--- src/hw/rtl/tpbf_pkg.sv ---
// Types and constants of the text page break finder.
package tpbf_pkg;

   // Configuration port geometry
   localparam int CSR_ADDR_BITS = 4;
   localparam int CSR_DATA_BITS = 32;

   // Register indexes (paddr[3:2])
   localparam logic [1:0] REG_PAGE_LENGTH = 2'd0;
   localparam logic [1:0] REG_RAW_OUTPUT  = 2'd1;
   localparam logic [1:0] REG_LINE_WIDTH  = 2'd2;

   // Register reset values
   localparam logic [7:0] PAGE_LENGTH_RESET = 8'd22;
   localparam logic       RAW_OUTPUT_RESET  = 1'b0;
   localparam logic [7:0] LINE_WIDTH_RESET  = 8'd79;

   // Characters with a meaning of their own
   localparam logic [7:0] CH_TICK  = 8'h60;
   localparam logic [7:0] CH_CARET = 8'h5E;
   localparam logic [7:0] CH_NL    = 8'h0A;

   // Saturation limits of the counters
   localparam logic [7:0] COLUMN_MAX = 8'd255;
   localparam logic [8:0] LINE_MAX   = 9'd511;
   localparam logic [15:0] INDEX_MAX = 16'hFFFF;

   typedef struct packed {
      logic [7:0] text_byte;
      logic       end_of_text;
   } req_type;

   typedef struct packed {
      logic        page_start;
      logic [15:0] page_index;
   } rsp_type;

endpackage

--- src/hw/rtl/text_page_break_finder_core.sv ---
// Top level of the text page break finder: input stage, per-byte logic, result stage.
//
//   channel  direction  handshake              payload
//   req      in         req_valid / req_stall  tpbf_pkg::req_type (text byte, end of text)
//   rsp      out        rsp_valid / rsp_stall  tpbf_pkg::rsp_type (page start, page index)
//   csr      in         APB, pready tied high  page_length, raw_output, line_width
//
// One item per clock sustained while rsp_stall is low; each item passes the input register
// and then the output register from acceptance to result. The column, line, escape and page
// state update as an item leaves the input register, so consecutive bytes follow with no gap.
// Synchronous active-high reset clears both stages and loads the register defaults.
// req_stall rises only while a result waits in the output register and rsp_stall is high.
module text_page_break_finder_core #(
   parameter int PAGE_COUNT_BITS = 16
) (
   input  logic                                 clock,
   input  logic                                 reset,
   // input channel
   input  logic                                 req_valid,
   output logic                                 req_stall,
   input  tpbf_pkg::req_type                    req_data,
   // result channel
   output logic                                 rsp_valid,
   input  logic                                 rsp_stall,
   output tpbf_pkg::rsp_type                    rsp_data,
   // configuration port
   input  logic                                 csr_psel,
   input  logic                                 csr_penable,
   input  logic                                 csr_pwrite,
   input  logic [tpbf_pkg::CSR_ADDR_BITS-1:0]   csr_paddr,
   input  logic [tpbf_pkg::CSR_DATA_BITS-1:0]   csr_pwdata,
   output logic [tpbf_pkg::CSR_DATA_BITS-1:0]   csr_prdata,
   output logic                                 csr_pready
);

   localparam int WideBits = (PAGE_COUNT_BITS > 16) ? PAGE_COUNT_BITS : 16;

   typedef enum logic [1:0] {
      ESC_NONE,
      ESC_TICK,
      ESC_CARET
   } esc_type;

   typedef struct packed {
      logic [7:0] column;
      logic [8:0] line;
      logic       hold;
   } place_type;

   // Column and line effect of one character
   function automatic place_type place_char(input logic [7:0] column,
                                            input logic [8:0] line,
                                            input logic       hold,
                                            input logic [7:0] ch,
                                            input logic       no_width,
                                            input logic [7:0] plen,
                                            input logic [7:0] lwidth);
      place_type  res;
      logic [7:0] col_a;
      logic [8:0] line_up;
      res.column = column;
      res.line   = line;
      res.hold   = hold;
      col_a   = (no_width && (column != 8'd0)) ? column - 8'd1 : column;
      line_up = (line != tpbf_pkg::LINE_MAX) ? line + 9'd1 : line;
      if (ch == tpbf_pkg::CH_NL) begin
         res.column = 8'd1;
         res.line   = line_up;
      end else begin
         res.column = (col_a != tpbf_pkg::COLUMN_MAX) ? col_a + 8'd1 : col_a;
         if (col_a > lwidth) begin
            if (line >= {1'b0, plen}) begin
               res.hold = 1'b1;
            end else begin
               res.line   = line_up;
               res.column = 8'd1;
            end
         end
      end
      return res;
   endfunction

   // Configuration registers
   logic [7:0] plen_ff;
   logic       raw_ff;
   logic [7:0] lwidth_ff;

   // Pipeline registers
   logic              in_valid_ff;
   tpbf_pkg::req_type in_data_ff;
   logic              out_valid_ff;
   tpbf_pkg::rsp_type out_data_ff;

   // Text state
   logic [7:0]                 column_ff, column_in;
   logic [8:0]                 line_ff, line_in;
   esc_type                    esc_ff, esc_in;
   logic                       hold_ff, hold_in;
   logic [PAGE_COUNT_BITS-1:0] page_ff, page_in;
   logic                       started_ff;
   logic                       start_in;
   tpbf_pkg::rsp_type          result_in;

   logic advance;
   logic csr_write;
   logic [WideBits-1:0] page_wide;

   // Handshake: the input register moves on when the output slot is free
   assign advance   = in_valid_ff && (!out_valid_ff || !rsp_stall);
   assign req_stall = in_valid_ff && !advance;
   assign rsp_valid = out_valid_ff;
   assign rsp_data  = out_data_ff;

   // Configuration port
   assign csr_pready = 1'b1;
   assign csr_write  = csr_psel && csr_penable && csr_pwrite;

   always_comb begin
      csr_prdata = '0;
      unique case (csr_paddr[3:2])
         tpbf_pkg::REG_PAGE_LENGTH: csr_prdata = {24'd0, plen_ff};
         tpbf_pkg::REG_RAW_OUTPUT:  csr_prdata = {31'd0, raw_ff};
         tpbf_pkg::REG_LINE_WIDTH:  csr_prdata = {24'd0, lwidth_ff};
         default:                   csr_prdata = '0;
      endcase
   end

   always_ff @(posedge clock) begin
      if (reset) begin
         plen_ff   <= tpbf_pkg::PAGE_LENGTH_RESET;
         raw_ff    <= tpbf_pkg::RAW_OUTPUT_RESET;
         lwidth_ff <= tpbf_pkg::LINE_WIDTH_RESET;
      end else if (csr_write) begin
         unique case (csr_paddr[3:2])
            tpbf_pkg::REG_PAGE_LENGTH: plen_ff   <= csr_pwdata[7:0];
            tpbf_pkg::REG_RAW_OUTPUT:  raw_ff    <= csr_pwdata[0];
            tpbf_pkg::REG_LINE_WIDTH:  lwidth_ff <= csr_pwdata[7:0];
            default: ;
         endcase
      end
   end

   // Per-byte logic: page break test, escape tracking, column and line update
   always_comb begin
      place_type pc;
      logic      brk;
      column_in = column_ff;
      line_in   = line_ff;
      esc_in    = esc_ff;
      hold_in   = hold_ff;
      page_in   = page_ff;
      start_in  = !started_ff;
      brk       = 1'b0;
      pc        = '0;

      unique case (esc_ff)
         ESC_NONE: begin
            brk = (plen_ff != 8'd0) && (line_ff > {1'b0, plen_ff}) && !hold_ff;
            if (brk) begin
               if (page_ff != '1) begin
                  page_in = page_ff + 1'b1;
               end
               column_in = 8'd1;
               line_in   = 9'd1;
               start_in  = 1'b1;
            end
            hold_in = 1'b0;
            if (!raw_ff && (in_data_ff.text_byte == tpbf_pkg::CH_TICK)) begin
               esc_in = ESC_TICK;
            end else begin
               pc = place_char(column_in, line_in, 1'b0, in_data_ff.text_byte, 1'b0,
                               plen_ff, lwidth_ff);
               column_in = pc.column;
               line_in   = pc.line;
               hold_in   = pc.hold;
            end
         end
         ESC_TICK: begin
            if (in_data_ff.text_byte == tpbf_pkg::CH_CARET) begin
               esc_in = ESC_CARET;
            end else begin
               // a doubled backtick prints, anything else is a colour code
               pc = place_char(column_ff, line_ff, hold_ff, in_data_ff.text_byte,
                               in_data_ff.text_byte != tpbf_pkg::CH_TICK,
                               plen_ff, lwidth_ff);
               column_in = pc.column;
               line_in   = pc.line;
               hold_in   = pc.hold;
               esc_in    = ESC_NONE;
            end
         end
         ESC_CARET: begin
            pc = place_char(column_ff, line_ff, hold_ff, in_data_ff.text_byte, 1'b1,
                            plen_ff, lwidth_ff);
            column_in = pc.column;
            line_in   = pc.line;
            hold_in   = pc.hold;
            esc_in    = ESC_NONE;
         end
         default: begin
            esc_in = ESC_NONE;
         end
      endcase
   end

   // Page index saturates at 16 bits
   assign page_wide = WideBits'(page_in);

   always_comb begin
      result_in.page_start = start_in;
      result_in.page_index = (page_wide > WideBits'(tpbf_pkg::INDEX_MAX)) ?
                             tpbf_pkg::INDEX_MAX : page_wide[15:0];
   end

   // Input register
   always_ff @(posedge clock) begin
      if (reset) begin
         in_valid_ff <= 1'b0;
      end else if (!req_stall) begin
         in_valid_ff <= req_valid;
      end
   end

   always_ff @(posedge clock) begin
      if (!req_stall && req_valid) begin
         in_data_ff <= req_data;
      end
   end

   // Output register
   always_ff @(posedge clock) begin
      if (reset) begin
         out_valid_ff <= 1'b0;
      end else if (advance) begin
         out_valid_ff <= 1'b1;
      end else if (!rsp_stall) begin
         out_valid_ff <= 1'b0;
      end
   end

   always_ff @(posedge clock) begin
      if (advance) begin
         out_data_ff <= result_in;
      end
   end

   // Text state; end of text returns it to the start of a new text
   always_ff @(posedge clock) begin
      if (reset) begin
         column_ff  <= 8'd1;
         line_ff    <= 9'd1;
         esc_ff     <= ESC_NONE;
         hold_ff    <= 1'b0;
         page_ff    <= '0;
         started_ff <= 1'b0;
      end else if (advance) begin
         if (in_data_ff.end_of_text) begin
            column_ff  <= 8'd1;
            line_ff    <= 9'd1;
            esc_ff     <= ESC_NONE;
            hold_ff    <= 1'b0;
            page_ff    <= '0;
            started_ff <= 1'b0;
         end else begin
            column_ff  <= column_in;
            line_ff    <= line_in;
            esc_ff     <= esc_in;
            hold_ff    <= hold_in;
            page_ff    <= page_in;
            started_ff <= 1'b1;
         end
      end
   end

endmodule

--- config.mk ---
export PLATFORM = sky130hd
export DESIGN_NAME = text_page_break_finder_core
export DESIGN_NICKNAME = d
export VERILOG_FILES = /design/src/hw/rtl/tpbf_pkg.sv /design/src/hw/rtl/text_page_break_finder_core.sv
export SDC_FILE = /design/constraint.sdc
export NUM_CORES = 1
export LEC_CHECK = 0
export BUFFER_PORTS_ARGS = -buffer_cell sky130_fd_sc_hd__buf_4
export CAP_MARGIN = 20
export CORE_UTILIZATION = 45
export CTS_CLUSTER_DIAMETER = 40
export DETAILED_ROUTE_END_ITERATION = 12
export PLACE_DENSITY = 0.66
export SYNTH_ARGS = -nofsm -noshare
export SYNTH_HDL_FRONTEND = slang
export SYNTH_SLANG_ARGS = --single-unit
--- constraint.sdc ---
create_clock -name clock -period 5.35 [get_ports clock]
set_input_delay 0.535 -clock clock [delete_from_list [all_inputs] [get_ports clock]]
set_output_delay 0.535 -clock clock [all_outputs]
set_load 0.02 [all_outputs]
==> impl_metrics.yaml <==
run_status:
  run_status: "complete, no violations"
synth:
  netlist_top_cells_area: "sky130_fd_sc_hd__dfxtp_1 (17%), sky130_fd_sc_hd__edfxtp_1 (12%), sky130_fd_sc_hd__ha_1 (9.5%)"
  syn_area_mm2: 0.00671
  synth_async_sr_flop_share: 0
  synth.top_cell.area_share: 0.167
  ys_dominant_reg_cell: "sky130_fd_sc_hd__dfxtp_1"
  synth.distinct_cells: 81
  synth_most_common_cell: "sky130_fd_sc_hd__nor2_1"
  ys_warn_count: 0
  synth_area_per_cell_um2: 8.23
  yosys_register_bits: 82
  synth.top_cells.by_count: "sky130_fd_sc_hd__nor2_1 (71), sky130_fd_sc_hd__a21oi_1 (61), sky130_fd_sc_hd__dfxtp_1 (56)"
  syn-instance-count: 815
  yosysTopAreaCell: "sky130_fd_sc_hd__dfxtp_1"
  count_of_flip_flops_with_a_built_in_enable_after_synthesis: 26
  synth_sequential_area_ratio: 0.283
finish:
  instances_no_fill: 1033
  final_design_area_no_fill_mm2: 0.00746
  flow.area_growth_from_synthesis_pct: 11.1
  fin_nets: 947
  drive_gt1_frac: 0.128
  n_antenna_cell: 0
  post-route-util: 0.513
detailed_routing:
  route.detailed.vias_per_inst: 6.00
  detailedRoute.firstIterationViolations: 558
  wirelength_met1_mm: 8.54
  routed.top_layer: "met4"
  detailroute.via_count: 6198
  dr_wl_met2_mm: 7.93
  firstDrtPassIters: 5
  route.final.wire_length_mm: 17.8
  drc_errors: 0
  routedWlPerCell_um: 17.2
  dr_wl_met3_mm: 1.02
  postRouteAntennaNets: 0
die:
  chipWidth_um: 124
  dieArea_mm2: 0.0154
  rows: 44
  ioPinCount: 104
  coreArea_mm2: 0.0145
  die_y_um: 124
  initial_utilization: 0.462
worst_setup_path:
  worst-endpoint-required_ns: 5.62
  critical_path_class: "flop to flop"
  arrival_ns: 4.88
  worstReg2RegStart: "column_ff[0]"
  worstSetupEndpointType: "flop"
  critical-path-max-stage-delay_ns: 0.48
  critPathLaunchType: "flop"
  ff2ff_path_depth: 16
  r2r_path_end: "line_ff[4]"
  rrSetupSlack_ns: 0.73
  critical_path.cell_chain: "inv_1, ha_1, or3b_1, or3_4, mux2i_2, inv_1, ha_1, and4_1, o2bb2ai_1, a41oi_1, a211oi_1, a31o_2, nor2_1, buf_4, a31oi_1, o211ai_1"
  cp_max_fo: 9
  cpMaxStageDelayCell: "sky130_fd_sc_hd__or3b_1"
global_route:
  global_route.usage.total: 0.235
  overflow_left_after_global_routing: 0
  global_route_wire_length_before_repair_mm: 28.0
  grt_max_degree: 39
  first_global_vias: 5397
  grt_antenna_before_repair: 0
sta:
  finalMaxSlewViolations: 0
  worst_clock_skew_ns: 0.00784
  worst_slew_pin_slew_ns: 0.858
  finalSetupViolations: 0
  rsz0062_at_grt: "no"
  final_report_hold_violation_count: 0
  timing.final.crit_share: 0.863
  timing.final.crit_period_ns: 4.62
  max_freq_ghz: 0.217
  setup_ws_ns: 0.735
  fin_setup_tns_ns: 0
  max_slew_margin: 0.426
  fin_worst_hold_slack_ns: 0.369
hold_path:
  worstHoldPathCells: 1
  holdCritPathClass: "input pin to flop"
  min_from: "req_data[8]"
  hold-path-endpoint: "in_data_ff[8]"
clock_tree:
  clock_insertion_delay_worst_skew_ns: 0.34
  ctsHtreeMaxLevel: 3
  clk_transition_reported_paths_ns: 0.06
  tritoncts_num_sinks: 82
  root_buffer_master: "sky130_fd_sc_hd__clkbuf_16"
  cts_tree: "yes"
  hold_buffers: 0
  cts_buffer_depth: 2
  cts_repair_resize_count: 0
  post_cts.repair.setup_buffers: 0
  number_of_cts_inserted_buffers: 9
placed_design:
  cell_count_after_placement: 1017
  dp_worst_setup_slack_ns: 0.811
  io_buffers: 52
  placedInstanceArea_mm2: 0.00713
  hpwl_mm: 13.4
  gp_routability_congestion: 0.942
pwr:
  internal_power_mw: 1.15
  total_power_mw: 1.54
  combPwrFrac: 0.126
  vdd.ir_drop.worst_mv: 0.209
  power_density_cells_mw_per_mm2: 207
  pwr-share-clk: 0.442
  total_switching_power_uw: 393
  seq_power_share: 0.432
  power_switching_share: 0.255
  static-leakage-power_nw: 2.97
flow_run:
  maxCapViolCount: 0
[placed cells by master (no fill, tap or decap), drive strengths merged, types with 13 or more instances in the layout]
cell,n
xnor2,27
mux2i,26
or3,13
ha,51
buf,63
nor3,18
conb,25
nand4,16
dfxtp,56
nand2,54
nor2,71
a31oi,16
o21ai,41
o211ai,17
nand3,34
edfxtp,26
inv,52
a21oi,61
[area by class of cell]
cell class                      instances  area, um2
Tap cell                              184        230
Clock buffer                           10        239
Sequential cell                        82       1900
Fill cell                            1419       7080
Clock inverter                          6       88.8
Multi-Input combinational cell        637       4330
Timing Repair Buffer                   63        473
Inverter                               51        191
[how the worst max path moves through the flow]
stage               slack, ns  cells after the start         start    endpoint
floorplan                1.16                     18  column_ff[0]  line_ff[1]
global placement         0.88                     16  column_ff[0]  line_ff[4]
detailed placement       0.81                     16    plen_ff[6]  line_ff[4]
CTS                      0.79                     16    plen_ff[6]  line_ff[4]
global route             0.41                     16    plen_ff[6]  line_ff[4]
finish                   0.73                     16  column_ff[0]  line_ff[4]
[power by group through the flow]
stage / clock (mW) / combinational [mW] / sequential [mW]
after floorplan: 0 / 0.139 / 0.684
after detailed placement: 0 / 0.192 / 0.680
final: 0.681 / 0.194 / 0.666
after global placement: 0 / 0.190 / 0.680
after CTS: 0.695 / 0.193 / 0.666
after global routing: 0.716 / 0.213 / 0.668
[critical path: cells and delay by family, from the launching register on]
family	cells	cell delay, ns
and+or+nand+nor	4	1.38
adders and majority gates	2	0.60
DFF	1	0.31
AOI/OAI and AO/OA	6	1.43
buffers and inverters	3	0.51
muxes	1	0.30
[cell families (layout without fill, tap and decap cells)]
logic type                 after synthesis  count (layout)  synth area share
xor gates and xnor gates                35              35            0.0485
other                                    2              25           0.00112
muxes                                   30              30            0.0461
adders and majority gates               51              51            0.0951
DFF                                     82              82             0.283
and+or+nand+nor                        279             279             0.226
AOI/OAI and AO/OA                      217             217             0.216
buffers and inverters                  119             130            0.0837
[sequential cells by signal, summed over array words and instances (netlist names)]
| name | flops |
|---|---|
| in_valid_ff | 1 |
| lwidth_ff | 8 |
| esc_ff | 2 |
| started_ff | 1 |
| rsp_data | 17 |
| page_ff | 16 |
| in_data_ff | 9 |
| line_ff | 9 |
| hold_ff | 1 |
| rsp_valid | 1 |
| raw_ff | 1 |
| plen_ff | 8 |
| column_ff | 8 |
[routing by layer]
metal / up-vias / track usage
li1: 3032 / -
met1: 2930 / 0.343
met4: 0 / 0.0685
met5: - / 0
met2: 216 / 0.356
met3: 20 / 0.0343
No activity file was read; power rests on OpenSTA's default activity.
